$ cat src/hdl/lgs_pkg.sv
package lgs_pkg;

  // field widths of the register and the window
  localparam int unsigned GRID_LEN_W      = 6;
  localparam int unsigned GRID_LEN_RESET  = 10;
  localparam int unsigned MAX_LEN_DEFAULT = 32;
  localparam int unsigned WIN_W           = 9;
  localparam int unsigned CNT_W           = 4;

  // rule thresholds: birth on three, survival on two or three
  localparam logic [CNT_W-1:0] BIRTH_CNT = CNT_W'(3);
  localparam logic [CNT_W-1:0] KEEP_CNT  = CNT_W'(2);

  // centre of the window is bit 4, the eight others are neighbours
  function automatic logic next_cell(input logic [WIN_W-1:0] win);
    logic [CNT_W-1:0] cnt;
    logic             res;
    cnt = '0;
    for (int b = 0; b < WIN_W; b++) begin
      if (b != 4) begin
        cnt = cnt + CNT_W'(win[b]);
      end
    end
    if (cnt == BIRTH_CNT) begin
      res = 1'b1;
    end else if (cnt == KEEP_CNT) begin
      res = win[4];
    end else begin
      res = 1'b0;
    end
    return res;
  endfunction

endpackage

$ cat src/hdl/lgs_front.sv
module lgs_front import lgs_pkg::*; #(
  parameter int unsigned MAX_LEN = MAX_LEN_DEFAULT,
  parameter int unsigned RW      = $clog2(MAX_LEN + 2),
  parameter int unsigned CW      = (MAX_LEN > 1) ? $clog2(MAX_LEN) : 1,
  parameter int unsigned EW      = 2 + RW + CW
) (
  input  logic          clk_i,
  input  logic          rst_ni,
  input  logic          clear_i,
  input  logic [RW-1:0] len_i,
  input  logic          in_valid_i,
  input  logic          cell_alive_i,
  input  logic          q_full_i,
  output logic          in_stall_o,
  output logic          q_push_o,
  output logic [EW-1:0] q_data_o
);

  logic [RW-1:0] row_q, row_d;
  logic [CW-1:0] col_q, col_d;
  logic          accept;
  logic          last_col;
  logic          last_cell;

  assign in_stall_o = q_full_i;
  assign accept     = in_valid_i && !q_full_i;
  assign last_col   = (RW'(col_q) == len_i - RW'(1));
  assign last_cell  = last_col && (row_q == len_i - RW'(1));

  // entry: cell, grid end mark, row, column
  assign q_push_o = accept;
  assign q_data_o = {cell_alive_i, last_cell, row_q, col_q};

  always_comb begin
    row_d = row_q;
    col_d = col_q;
    if (clear_i) begin
      row_d = '0;
      col_d = '0;
    end else if (accept) begin
      if (last_col) begin
        col_d = '0;
        row_d = last_cell ? '0 : row_q + RW'(1);
      end else begin
        col_d = col_q + CW'(1);
      end
    end
  end

  always_ff @(posedge clk_i or negedge rst_ni) begin
    if (!rst_ni) begin
      row_q <= '0;
      col_q <= '0;
    end else begin
      row_q <= row_d;
      col_q <= col_d;
    end
  end

endmodule

$ cat src/hdl/lgs_queue.sv
module lgs_queue import lgs_pkg::*; #(
  parameter int unsigned EW = 8
) (
  input  logic          clk_i,
  input  logic          rst_ni,
  input  logic          clear_i,
  input  logic          push_i,
  input  logic [EW-1:0] push_data_i,
  output logic          full_o,
  output logic          valid_o,
  output logic [EW-1:0] data_o,
  input  logic          pop_i
);

  // two entries
  logic [EW-1:0] mem_q [2];
  logic          wr_ptr_q, rd_ptr_q;
  logic [1:0]    cnt_q;

  assign full_o  = cnt_q[1];
  assign valid_o = (cnt_q != 2'd0);
  assign data_o  = mem_q[rd_ptr_q];

  always_ff @(posedge clk_i) begin
    if (push_i) begin
      mem_q[wr_ptr_q] <= push_data_i;
    end
  end

  always_ff @(posedge clk_i or negedge rst_ni) begin
    if (!rst_ni) begin
      wr_ptr_q <= 1'b0;
      rd_ptr_q <= 1'b0;
      cnt_q    <= 2'd0;
    end else if (clear_i) begin
      wr_ptr_q <= 1'b0;
      rd_ptr_q <= 1'b0;
      cnt_q    <= 2'd0;
    end else begin
      if (push_i) begin
        wr_ptr_q <= ~wr_ptr_q;
      end
      if (pop_i) begin
        rd_ptr_q <= ~rd_ptr_q;
      end
      cnt_q <= cnt_q + 2'(push_i) - 2'(pop_i);
    end
  end

endmodule

$ cat src/hdl/lgs_back.sv
module lgs_back import lgs_pkg::*; #(
  parameter int unsigned MAX_LEN = MAX_LEN_DEFAULT,
  parameter int unsigned RW      = $clog2(MAX_LEN + 2),
  parameter int unsigned CW      = (MAX_LEN > 1) ? $clog2(MAX_LEN) : 1,
  parameter int unsigned EW      = 2 + RW + CW
) (
  input  logic          clk_i,
  input  logic          rst_ni,
  input  logic          clear_i,
  input  logic [RW-1:0] len_i,
  input  logic          q_valid_i,
  input  logic [EW-1:0] q_data_i,
  output logic          q_pop_o,
  output logic          out_valid_o,
  input  logic          out_stall_i,
  output logic          next_alive_o,
  output logic          grid_last_o
);

  // line buffers, rows masked by row position instead of cleared
  logic [MAX_LEN-1:0] upper_q;
  logic [MAX_LEN-1:0] middle_q;
  logic [WIN_W-1:0]   win_q, win_d;

  logic          flush_q;
  logic [RW-1:0] fl_row_q;
  logic [CW-1:0] fl_col_q;

  logic          out_valid_q, next_alive_q, grid_last_q;

  logic          q_bit, q_last;
  logic [RW-1:0] q_row;
  logic [CW-1:0] q_col;

  logic          adv, do_push;
  logic          src_bit;
  logic [RW-1:0] src_row;
  logic [CW-1:0] src_col;
  logic          top_raw, mid_raw;
  logic [2:0]    column;
  logic [WIN_W-1:0] win_emit;
  logic          emit, emit_last;
  logic [RW-1:0] len_p1;

  assign {q_bit, q_last, q_row, q_col} = q_data_i;
  assign len_p1 = len_i + RW'(1);

  assign adv     = !out_valid_q || !out_stall_i;
  assign q_pop_o = adv && !flush_q && q_valid_i && !clear_i;
  assign do_push = q_pop_o || (adv && flush_q && !clear_i);

  // flush pushes dead cells: one row below the grid, then one more cell
  assign src_bit = flush_q ? 1'b0 : q_bit;
  assign src_row = flush_q ? fl_row_q : q_row;
  assign src_col = flush_q ? fl_col_q : q_col;

  assign top_raw = upper_q[src_col];
  assign mid_raw = middle_q[src_col];
  assign column  = {src_bit, mid_raw && (src_row != '0), top_raw && (src_row >= RW'(2))};

  always_comb begin
    if (src_col == '0) begin
      // close out the previous row with a dead right edge
      win_emit  = {3'b000, win_q[WIN_W-1:3]};
      win_d     = {column, 6'b000000};
      emit      = (src_row >= RW'(2));
      emit_last = (src_row == len_p1);
    end else begin
      win_d     = {column, win_q[WIN_W-1:3]};
      win_emit  = win_d;
      emit      = (src_row != '0);
      emit_last = 1'b0;
    end
  end

  always_ff @(posedge clk_i) begin
    if (do_push) begin
      upper_q[src_col]  <= mid_raw;
      middle_q[src_col] <= src_bit;
    end
    if (do_push && emit) begin
      next_alive_q <= next_cell(win_emit);
      grid_last_q  <= emit_last;
    end
  end

  always_ff @(posedge clk_i or negedge rst_ni) begin
    if (!rst_ni) begin
      win_q <= '0;
    end else if (do_push) begin
      win_q <= win_d;
    end
  end

  always_ff @(posedge clk_i or negedge rst_ni) begin
    if (!rst_ni) begin
      flush_q  <= 1'b0;
      fl_row_q <= '0;
      fl_col_q <= '0;
    end else if (clear_i) begin
      flush_q  <= 1'b0;
      fl_row_q <= '0;
      fl_col_q <= '0;
    end else if (q_pop_o && q_last) begin
      flush_q  <= 1'b1;
      fl_row_q <= len_i;
      fl_col_q <= '0;
    end else if (flush_q && adv) begin
      if (fl_row_q == len_p1) begin
        flush_q <= 1'b0;
      end else if (RW'(fl_col_q) == len_i - RW'(1)) begin
        fl_row_q <= len_p1;
        fl_col_q <= '0;
      end else begin
        fl_col_q <= fl_col_q + CW'(1);
      end
    end
  end

  always_ff @(posedge clk_i or negedge rst_ni) begin
    if (!rst_ni) begin
      out_valid_q <= 1'b0;
    end else if (do_push) begin
      out_valid_q <= emit;
    end else if (!out_stall_i) begin
      out_valid_q <= 1'b0;
    end
  end

  assign out_valid_o  = out_valid_q;
  assign next_alive_o = next_alive_q;
  assign grid_last_o  = grid_last_q;

endmodule

$ cat src/hdl/life_generation_stencil_unit.sv
// one generation of a square life grid (birth on 3, survival on 2 or 3), computed as a
// stream. cells of the current generation enter one per beat in raster order and the
// next-generation cells leave in raster order, one row plus one cell behind the input;
// grid_last_o marks the final cell. cells outside the grid are dead and edges do not wrap.
// the block takes one cell per cycle unless in_stall_o is high: a front stage tags each
// cell with its position, a two-entry queue decouples it from the back stage, which runs
// the line buffers, the 3x3 window and the rule, one window step per cycle. after the
// last cell of a grid the back stage pushes dead cells to flush the final row; the queue
// takes one more cell meanwhile, and since its full flag frees only after the first pop,
// the input stalls until the flush is over. output stalls hold the back stage as well.
// the user must write grid_len_i through the cfg channel only while the block is idle;
// the block itself does not enforce it. a write clears the grid position, so a new grid
// starts with the next cell. a length of 0 acts as 1 and one above MAX_LEN acts as MAX_LEN.
module life_generation_stencil_unit import lgs_pkg::*; #(
  parameter int unsigned MAX_LEN = MAX_LEN_DEFAULT
) (
  input  logic                  clk_i,
  input  logic                  rst_ni,
  // configuration write channel
  input  logic                  cfg_valid_i,
  output logic                  cfg_ready_o,
  input  logic [GRID_LEN_W-1:0] grid_len_i,
  // cell input
  input  logic                  in_valid_i,
  output logic                  in_stall_o,
  input  logic                  cell_alive_i,
  // next-generation output
  output logic                  out_valid_o,
  input  logic                  out_stall_i,
  output logic                  next_alive_o,
  output logic                  grid_last_o
);

  localparam int unsigned RW = $clog2(MAX_LEN + 2);
  localparam int unsigned CW = (MAX_LEN > 1) ? $clog2(MAX_LEN) : 1;
  localparam int unsigned EW = 2 + RW + CW;
  localparam int unsigned LEN_RST = (GRID_LEN_RESET > MAX_LEN) ? MAX_LEN : GRID_LEN_RESET;

  logic          cfg_fire;
  logic [RW-1:0] len_q, len_d;

  logic          q_full, q_push, q_valid, q_pop;
  logic [EW-1:0] q_wdata, q_rdata;

  // config is always taken; writes must happen only while idle, the block does not enforce it
  assign cfg_ready_o = 1'b1;
  assign cfg_fire    = cfg_valid_i && cfg_ready_o;

  // effective side length, clamped to 1..MAX_LEN
  always_comb begin
    if (grid_len_i == '0) begin
      len_d = RW'(1);
    end else if (7'(grid_len_i) > 7'(MAX_LEN)) begin
      len_d = RW'(MAX_LEN);
    end else begin
      len_d = RW'(grid_len_i);
    end
  end

  always_ff @(posedge clk_i or negedge rst_ni) begin
    if (!rst_ni) begin
      len_q <= RW'(LEN_RST);
    end else if (cfg_fire) begin
      len_q <= len_d;
    end
  end

  // front: raster position and grid end tag
  lgs_front #(
    .MAX_LEN (MAX_LEN),
    .RW      (RW),
    .CW      (CW),
    .EW      (EW)
  ) u_front (
    .clk_i        (clk_i),
    .rst_ni       (rst_ni),
    .clear_i      (cfg_fire),
    .len_i        (len_q),
    .in_valid_i   (in_valid_i),
    .cell_alive_i (cell_alive_i),
    .q_full_i     (q_full),
    .in_stall_o   (in_stall_o),
    .q_push_o     (q_push),
    .q_data_o     (q_wdata)
  );

  // queue between the two halves
  lgs_queue #(
    .EW (EW)
  ) u_queue (
    .clk_i       (clk_i),
    .rst_ni      (rst_ni),
    .clear_i     (cfg_fire),
    .push_i      (q_push),
    .push_data_i (q_wdata),
    .full_o      (q_full),
    .valid_o     (q_valid),
    .data_o      (q_rdata),
    .pop_i       (q_pop)
  );

  // back: line buffers, window, rule, flush and output register
  lgs_back #(
    .MAX_LEN (MAX_LEN),
    .RW      (RW),
    .CW      (CW),
    .EW      (EW)
  ) u_back (
    .clk_i        (clk_i),
    .rst_ni       (rst_ni),
    .clear_i      (cfg_fire),
    .len_i        (len_q),
    .q_valid_i    (q_valid),
    .q_data_i     (q_rdata),
    .q_pop_o      (q_pop),
    .out_valid_o  (out_valid_o),
    .out_stall_i  (out_stall_i),
    .next_alive_o (next_alive_o),
    .grid_last_o  (grid_last_o)
  );

endmodule

$ cat config.mk
export PLATFORM = sky130hd
export DESIGN_NAME = life_generation_stencil_unit
export DESIGN_NICKNAME = d
export VERILOG_FILES = /design/src/hdl/lgs_pkg.sv /design/src/hdl/lgs_front.sv /design/src/hdl/lgs_queue.sv /design/src/hdl/lgs_back.sv /design/src/hdl/life_generation_stencil_unit.sv
export SDC_FILE = /design/constraint.sdc
export NUM_CORES = 1
export LEC_CHECK = 0
export ABC_AREA = 1
export ABC_CLOCK_PERIOD_IN_PS = 4500
export BUFFER_PORTS_ARGS = -buffer_cell sky130_fd_sc_hd__buf_4
export CAP_MARGIN = 10
export CELL_PAD_IN_SITES_DETAIL_PLACEMENT = 0
export CELL_PAD_IN_SITES_GLOBAL_PLACEMENT = 2
export CORE_MARGIN = 2
export CORE_UTILIZATION = 39
export DETAILED_ROUTE_END_ITERATION = 10
export PLACE_DENSITY_LB_ADDON = 0.1
export SETUP_SLACK_MARGIN = 0.2
export SLEW_MARGIN = 20
export SYNTH_ARGS = -nofsm -noshare
export SYNTH_HDL_FRONTEND = slang
export SYNTH_SLANG_ARGS = --single-unit
$ cat constraint.sdc
create_clock -name clk_i -period 4.5 [get_ports clk_i]
set_input_delay 0.9 -clock clk_i [delete_from_list [all_inputs] [get_ports clk_i]]
set_output_delay 0.9 -clock clk_i [all_outputs]
set_load 0.02 [all_outputs]
**Word level (Yosys, flattened, before mapping)**

Memory sizes are Yosys's and may differ from the RTL's.
Index checks and enable logic that the tools add are counted.

- Memories kept: 1
- Logic and storage cells: 133
- Memory bits (writable): 26
- Input bits: 12
- Register bits: 109
- Output and inout bits: 5

Memories:

| memory | words | width | rd ports | clocked after memory_dff | wr ports | RTL line | text |
|---|---|---|---|---|---|---|---|
| u_queue.mem_q | 2 | 13 | 1 | 0 | 1 | lgs_queue.sv:16 | `logic [EW-1:0] mem_q [2];` |

- Bitwise gates (word level): 2
- Equal/unequal tests: 9
- Mux-type cells: 55
- Add/sub/neg operators: 14
- Reductions and logical operators: 33
- $lt $le $gt $ge: 4

Operators with widths:

| cell | count |
|---|---|
| 6-bit 2-to-1 mux | 13 |
| 32-bit bitwise mux | 2 |
| 5-bit 2-to-1 mux | 9 |
| 4-bit 2-to-1 mux | 8 |
| 4-bit by 1-bit adder with 4-bit output | 7 |
| 6-bit equality test | 3 |
| 1-bit 2-to-1 mux | 18 |
| 6-bit by 1-bit adder with 6-bit output, second input constant | 2 |
| 5-bit by 6-bit equality test with 1-bit output | 2 |
| 1-bit logical AND | 12 |
| 5-bit by 1-bit adder with 5-bit output, second input constant | 2 |
| 1-bit binary-select mux with 5-bit select | 2 |
| 9-bit 2-to-1 mux | 1 |
| 3-bit nonzero test | 3 |
| 4-bit by 2-bit equality test with 1-bit output, second input constant | 2 |
| 2-bit nonzero test | 4 |
| 6-bit by 2-bit greater-or-equal comparator with 1-bit output, second input constant | 1 |
| 6-bit greater-than comparator, second input constant | 1 |
| 6-bit logical NOT | 1 |
| 5-bit by 6-bit < comparator with 1-bit output, second input constant | 1 |
| 2-bit AND reduction | 3 |
| 6-bit nonzero test | 1 |
| 6-bit by 1-bit subtractor with 6-bit output, second input constant | 1 |
| 1-bit demux with 5-bit select | 1 |
| 11 further kinds | 17 |

**Depth between registers and ports, before layout**

- Word-level depth: 24
- Mapped depth: 23
- Gate-level depth less buffers: 22

**Hierarchy**

Synthesis repeated with hierarchy kept, for this count alone.

- Cell total of the unflattened synthesis: 869
- Area, all modules: 7543.5 µm²

Modules (own cells, without submodules):

| module | instances | area an instance (µm²) | cells each | sequential area each (µm²) |
|---|---|---|---|---|
| lgs_back | 1 | 5101.1 | 619 | 2457.4 |
| lgs_queue | 1 | 1202.4 | 69 | 880.8 |
| lgs_front | 1 | 957.2 | 146 | 275.3 |
| life_generation_stencil_unit | 1 | 282.8 | 35 | 152.6 |

**Worst setup path before layout**

OpenSTA, ideal clock, no wires.

- Kind: flip-flop to flip-flop
- From: reg u_back.win_q[3]
- To: reg u_back.next_alive_q, in the netlist u_back.next_alive_o (data pin)
- Setup time: 0.253 ns
- Slack: 1.228 ns
- Arrival time: 3.019 ns
- Path buffers: 0
- Data required time: 4.247 ns
- Stages on the path, launching flop included: 13
- Clock period less this slack: 3.272 ns
- Cell sequence: dfrtp_1 fa_1 ha_1 fa_1 ha_1 ha_1 ha_1 ha_1 o21a_1 nand2_1 nor2_1 nand2_1 nor2_1

- Cells in the longest elaborated chain, start to end: 18
- Elaborated cells between the ends (all ways): 19
- Those cells by class: add/sub: 7; eq/ne: 2; mux: 10

Ends and longest elaborated chain:

| element | RTL line | text |
|---|---|---|
| from (decl) | lgs_back.sv:23 | `logic [WIN_W-1:0] win_q, win_d;` |
| from (signal assigned) | lgs_back.sv:91 | `win_q <= win_d;` |
| 9-bit 2-to-1 mux (*) | lgs_back.sv:62 | `if (src_col == '0) begin` |
| 4-bit 2-to-1 mux (*) | lgs_back.sv:81 | `if (do_push && emit) begin` |
| 4-bit by 1-bit adder with 4-bit output (*) | lgs_pkg.sv:21 | `cnt = cnt + CNT_W'(win[b]);` |
| 4-bit 2-to-1 mux (*) | lgs_back.sv:81 |  |
| 4-bit by 1-bit adder with 4-bit output (*) | lgs_pkg.sv:21 |  |
| 4-bit 2-to-1 mux (*) | lgs_back.sv:81 |  |
| 4-bit by 1-bit adder with 4-bit output (*) | lgs_pkg.sv:21 |  |
| 4-bit 2-to-1 mux (*) | lgs_back.sv:81 |  |
| [... 2 more ...] | n/a |  |
| 4-bit by 1-bit adder with 4-bit output (*) | lgs_pkg.sv:21 |  |
| 4-bit 2-to-1 mux (*) | lgs_back.sv:81 |  |
| 4-bit by 1-bit adder with 4-bit output (*) | lgs_pkg.sv:21 |  |
| 4-bit 2-to-1 mux (*) | lgs_back.sv:81 |  |
| 4-bit by 1-bit adder with 4-bit output (*) | lgs_pkg.sv:21 |  |
| 4-bit 2-to-1 mux (*) | lgs_back.sv:81 |  |
| 4-bit by 2-bit equality test with 1-bit output | lgs_pkg.sv:26 | `end else if (cnt == KEEP_CNT) begin` |
| 1-bit 2-to-1 mux | lgs_pkg.sv:26 |  |
| to (signal assigned) | lgs_back.sv:82 | `next_alive_q <= next_cell(win_emit);` |
| to (decl) | lgs_back.sv:29 | `logic out_valid_q, next_alive_q, grid_last_q;` |

Mark *: on every way between the ends. The rest lies on a longest branch, timed or not. The select of a mux whose other input is x is not followed.
A chain may end at the register's enable or synchronous reset.

**Final worst setup path**

- From: reg u_back.flush_q
- To: reg u_back.next_alive_q, in the netlist u_back.next_alive_o (data pin)

- Cells in the longest elaborated chain, start to end: 13
- Elaborated cells between the ends (all ways): 22
- Those cells by class: add/sub: 3; order compare: 1; eq/ne: 2; mux: 12; reduce/logical: 4

Ends and longest elaborated chain:

| element | RTL line | text |
|---|---|---|
| from (decl) | lgs_back.sv:25 | `logic flush_q;` |
| from (signal assigned) | lgs_back.sv:97 | `flush_q <= 1'b0;` |
| from (signal assigned) | lgs_back.sv:101 | `flush_q <= 1'b0;` |
| from (signal assigned) | lgs_back.sv:105 | `flush_q <= 1'b1;` |
| 5-bit 2-to-1 mux | lgs_back.sv:55 | `assign src_col = flush_q ? fl_col_q : q_col;` |
| 1-bit binary-select mux with 5-bit select | lgs_back.sv:57 | `assign top_raw = upper_q[src_col];` |
| 1-bit 2-to-1 mux (not written as such) | lgs_back.sv:57 |  |
| 1-bit logical AND | lgs_back.sv:59 | `assign column = {src_bit, mid_raw && (src_row != '0), top_raw && (src_row >= RW'(2))};` |
| 9-bit 2-to-1 mux (*) | lgs_back.sv:62 |  |
| 4-bit by 1-bit adder with 4-bit output | lgs_pkg.sv:21 |  |
| 4-bit 2-to-1 mux | lgs_back.sv:81 |  |
| 4-bit by 1-bit adder with 4-bit output | lgs_pkg.sv:21 |  |
| 4-bit 2-to-1 mux | lgs_back.sv:81 |  |
| 4-bit by 1-bit adder with 4-bit output (*) | lgs_pkg.sv:21 |  |
| 4-bit 2-to-1 mux (*) | lgs_back.sv:81 |  |
| 4-bit by 2-bit equality test with 1-bit output | lgs_pkg.sv:26 |  |
| 1-bit 2-to-1 mux | lgs_pkg.sv:26 |  |

Marks and branches as above.

==> impl_results.md <==
* HPWL Detailed at between 10 and 15 mm
* Share of synthesized registers carrying an async set or reset at 30.3%
* Synth Instances at 851
* Setup Buffers After CTS at 0
* FF+latch count, synth at 132
* Die area at 0.0196 mm²
* Overall global routing resource usage at 19.1%
* Number of clock sinks at 132
* CP Launch Point: u_back.flush_q$_DFFE_PN0P_
* Cell occurring most often along the worst timing path: sky130_fd_sc_hd__nand2_1
* Status: finished, final reports clean
* Syn avg cell area at ~8.5 µm²
* Clock tree from TritonCTS: done
* Most frequent standard cell in the layout excluding fill and tap cells: sky130_fd_sc_hd__nand2_1
* Global-route wire length before repair at 28.9 mm
* Max stage delay on crit path at 0.46 ns
* Synth warn at 0
* DRC violations left at 0
* Slew Viols, Final at 0
* Share of the clock period used by the worst path after layout at 85.3%
* Die Width at 140 µm
* Cell breakdown of the critical path: inv_2 -> nand3_1 -> nand2_2 -> buf_12 -> nand2_1 -> o21ai_0 -> nand2_1 -> nand2_1 -> nand2_1 -> nand2_1 -> inv_1 -> nand3_1 -> nor2_1 -> ha_1 -> ha_1 -> ha_1 -> ha_1 -> o21a_1 -> nand2_1 -> nor2_1 -> nand2_1 -> nor2_1
* Family with the most delay on the worst path: simple AND/OR/NAND/NOR gates
* Resize count post-CTS at 0
* Total I/O pin count at 17
* Psw at between 0.002 and 0.0025 W
* Max Freq at ~0.26 GHz
* Switching Fraction at 41.1%
* Sequential element share of the synthesized area at 52.3%
* Per-cell routed wire length at 15.8 µm
* Accumulated negative setup slack at 0 ns
* IR drop worst, VDD at between 0.4 and 0.5 mV
* Fraction of final layout cells with drive strength greater than 1 at 10.1%
* Count of flip-flops with a built-in enable after synthesis at 92
* Die span in y at between 100 and 150 µm
* Count of different cell masters after synthesis at 38
* Leakage power summed over all cells at 3.71 nW
* Number of DRC markers after the initial detailed-route iteration at 356
* Number of nets in the layout at 903
* Ys flop type: sky130_fd_sc_hd__edfxtp_1
* Path type of the worst setup path: reg -> reg
* RSZ-0062 raised after global routing: false
* CP Launch Type: flop
* Max Cap Viol at 0
* Total gr overflow at 0
* Clock-pin transition on the worst setup and hold timing paths at 0.06 ns
* Setup violators final at 0
* Number of clock buffers inserted by TritonCTS at 17
* Floorplan core area at 0.0180 mm²
* Overall via count from detail_route at 5,396
* Total wire length at roughly 18 mm
* Crit path time final at 3.84 ns
* Worst Setup End Kind: flop
* Number of vias per cell at 4.85
* Combined area of all synthesized cells at a little over 0.007 mm²
* CP required at between 4 and 5 ns
* Clock root cell: sky130_fd_sc_hd__clkbuf_16
* Syn Nets at 884
* Share of power burned in combinational logic at between 40 and 50%
* Power, Total at 0.00604 W
* Synthesis-to-layout area growth at 13.2%
* DRT Pass-1 Iters at 4
* Buffer depth of the longest clock path at 2
* Site row count at 49
* Transition time at the pin with the least slew margin at 0.690 ns
* Vias in the first global route at 5,416
* Most frequent cells in the layout: 297 x sky130_fd_sc_hd__nand2_1, 92 x sky130_fd_sc_hd__edfxtp_1, 89 x sky130_fd_sc_hd__inv_1, 88 x sky130_fd_sc_hd__nor2_1, 73 x sky130_fd_sc_hd__nand3_1
* Largest fanout of any net on the critical path at 23
* Hold-fix buffer count after cts at 0
* Final Hold Vio Count at 0
* Power density of the placed cells at about 740 mW/mm²
* Arrival time at the worst endpoint at 4.01 ns
* Buffers & Inverters on Critical Path at 3
* Post-Route Hold Slack at roughly 0.47 ns
* Antenna Nets Post-Route at 0
* Number of antenna violations at the first check in global routing at 0
* Path category of the worst min-delay check: in -> async
* Port Buffers at 15
* Starting density of the core at 39.9%
* Relative slew margins at 54.0%
* Fraction of power consumed by the clock network at between 20% and 30%
* Reg2Reg Launch Point: u_back.flush_q$_DFFE_PN0P_
* Diodes inserted at 0
* Internal power summed over all cells at 0.00356 W
* Largest net degree at the start of global routing at 41
* Final clock skew at 0.00858 ns
* Weighted congestion reported at the end of routability-driven placement at 0.841
* Worst skew pair latency at 0.42 ns
* Reg power frac at 30.5%
* CTS H-tree lvls at 4
* Slowest stage cell on the critical path: sky130_fd_sc_hd__dfrtp_1
[layout make-up]
type                       instances  area [µm²]
sequential                       132        3770
multi-input combinational        597        2920
clock buffer                      20         447
clock inverter                    12         179
fill                            1795        9870
timing repair buffer              20         163
tap                              229         287
inverter                         102         385
[worst register-to-register path: stages, from the launching register on]
cell and delay [ns]:
sky130_fd_sc_hd__dfrtp_1 0.46, sky130_fd_sc_hd__inv_2 0.40, sky130_fd_sc_hd__nand3_1 0.21, sky130_fd_sc_hd__nand2_2 0.33, sky130_fd_sc_hd__buf_12 0.21, sky130_fd_sc_hd__nand2_1 0.06
sky130_fd_sc_hd__o21ai_0 0.08, sky130_fd_sc_hd__nand2_1 0.07, sky130_fd_sc_hd__nand2_1 0.08, sky130_fd_sc_hd__nand2_1 0.05, sky130_fd_sc_hd__nand2_1 0.06, sky130_fd_sc_hd__inv_1 0.05
sky130_fd_sc_hd__nand3_1 0.10, sky130_fd_sc_hd__nor2_1 0.05, sky130_fd_sc_hd__ha_1 0.20, sky130_fd_sc_hd__ha_1 0.29, sky130_fd_sc_hd__ha_1 0.31, sky130_fd_sc_hd__ha_1 0.29
sky130_fd_sc_hd__o21a_1 0.10, sky130_fd_sc_hd__nand2_1 0.06, sky130_fd_sc_hd__nor2_1 0.04, sky130_fd_sc_hd__nand2_1 0.06, sky130_fd_sc_hd__nor2_1 0.04
[power groups by stage]
stage               combinational (W)  sequential (W)  clock (W)
floorplan                     0.00205         0.00184          0
global placement              0.00272         0.00186          0
detailed placement            0.00278         0.00186          0
CTS                           0.00280         0.00184    0.00149
global route                  0.00317         0.00186    0.00155
finish                        0.00273         0.00184    0.00147
[routing by layer]
metal	GRT usage, %	part of all wire [%]	vias to the layer above	routed length [µm]
li1	-	-	2769	-
met1	23.5	44	2543	7750
met2	34.4	52	67	9180
met3	3.61	2.6	17	455
met4	5.05	1.3	0	225
met5	0	0	-	0
[worst paths after layout]
kind | to | slack (ns) | cells past startpoint
setup / recovery | u_back.next_alive_o$_SDFFCE_PN1P_ | 0.66 | 22
hold / removal | u_front.row_q[2]$_DFFE_PN0P_ | 0.47 | 1
max in group asynchronous | u_back.win_q[3]$_DFFE_PN0P_ | 3.65 | 1
hold reg to reg | u_back.win_q[6]$_DFFE_PN0P_ | 0.52 | 2
min in group clk_i | u_back.win_q[6]$_DFFE_PN0P_ | 0.52 | 2
setup reg to reg | u_back.next_alive_o$_SDFFCE_PN1P_ | 0.66 | 22
[registers in the layout, indices dropped and copies added, names as in the netlist, 2 cells and up]
signal,count
u_back.upper_q,32
u_back.middle_q,32
len_q,6
u_front.col_q,5
u_queue.cnt_q,2
u_queue.mem_q,26
u_front.row_q,6
u_back.win_q,6
u_back.fl_row_q,6
u_back.fl_col_q,5
[cells in the mapped netlist (4+ instances only)]
library cell,n,share of area (%)
sky130_fd_sc_hd__nand2_1,297,15
sky130_fd_sc_hd__edfxtp_1,92,38
sky130_fd_sc_hd__nor2_1,90,4.7
sky130_fd_sc_hd__inv_1,89,4.6
sky130_fd_sc_hd__nand3_1,73,5.1
sky130_fd_sc_hd__dfrtp_1,38,13
sky130_fd_sc_hd__xor2_1,26,3.2
sky130_fd_sc_hd__ha_1,19,3.3
sky130_fd_sc_hd__o21ai_0,15,1.0
sky130_fd_sc_hd__inv_2,12,0.63
sky130_fd_sc_hd__o21ai_1,11,0.76
sky130_fd_sc_hd__buf_2,9,0.63
sky130_fd_sc_hd__nand4_1,8,0.70
sky130_fd_sc_hd__nor2_2,8,0.70
sky130_fd_sc_hd__nand3b_1,7,0.73
sky130_fd_sc_hd__a21oi_1,6,0.42
sky130_fd_sc_hd__nor3_1,6,0.42
sky130_fd_sc_hd__buf_4,5,0.52
sky130_fd_sc_hd__xnor2_1,5,0.61
sky130_fd_sc_hd__buf_6,4,0.63
sky130_fd_sc_hd__nand2_2,4,0.35
sky130_fd_sc_hd__o22ai_1,4,0.35
[cells by family after synthesis]
group                      share of synthesized area (%)
DFF                                                 52.3
and+or+nand+nor                                     28.7
AOI/OAI and AO/OA                                   4.10
other                                             0.0521
xor gates and xnor gates                            3.77
buffers and inverters                               7.20
adders and majority gates                           3.86
[per-stage QoR]
| step | setup slack, ns | std cells | utilization, % | area [µm²] |
|---|---|---|---|---|
| after floorplan | 1.23 | 851 | - | 7200 |
| after global routing | 0.268 | 1112 | 45.2 | 8150 |
| final | 0.660 | 1112 | 45.2 | 8150 |
| after detailed placement | 0.565 | 1080 | 41.7 | 7520 |
| after global placement | 0.646 | 1080 | 41.7 | 7520 |
| after CTS | 0.558 | 1112 | 45.2 | 8140 |
(Power assumes the default switching activity.)
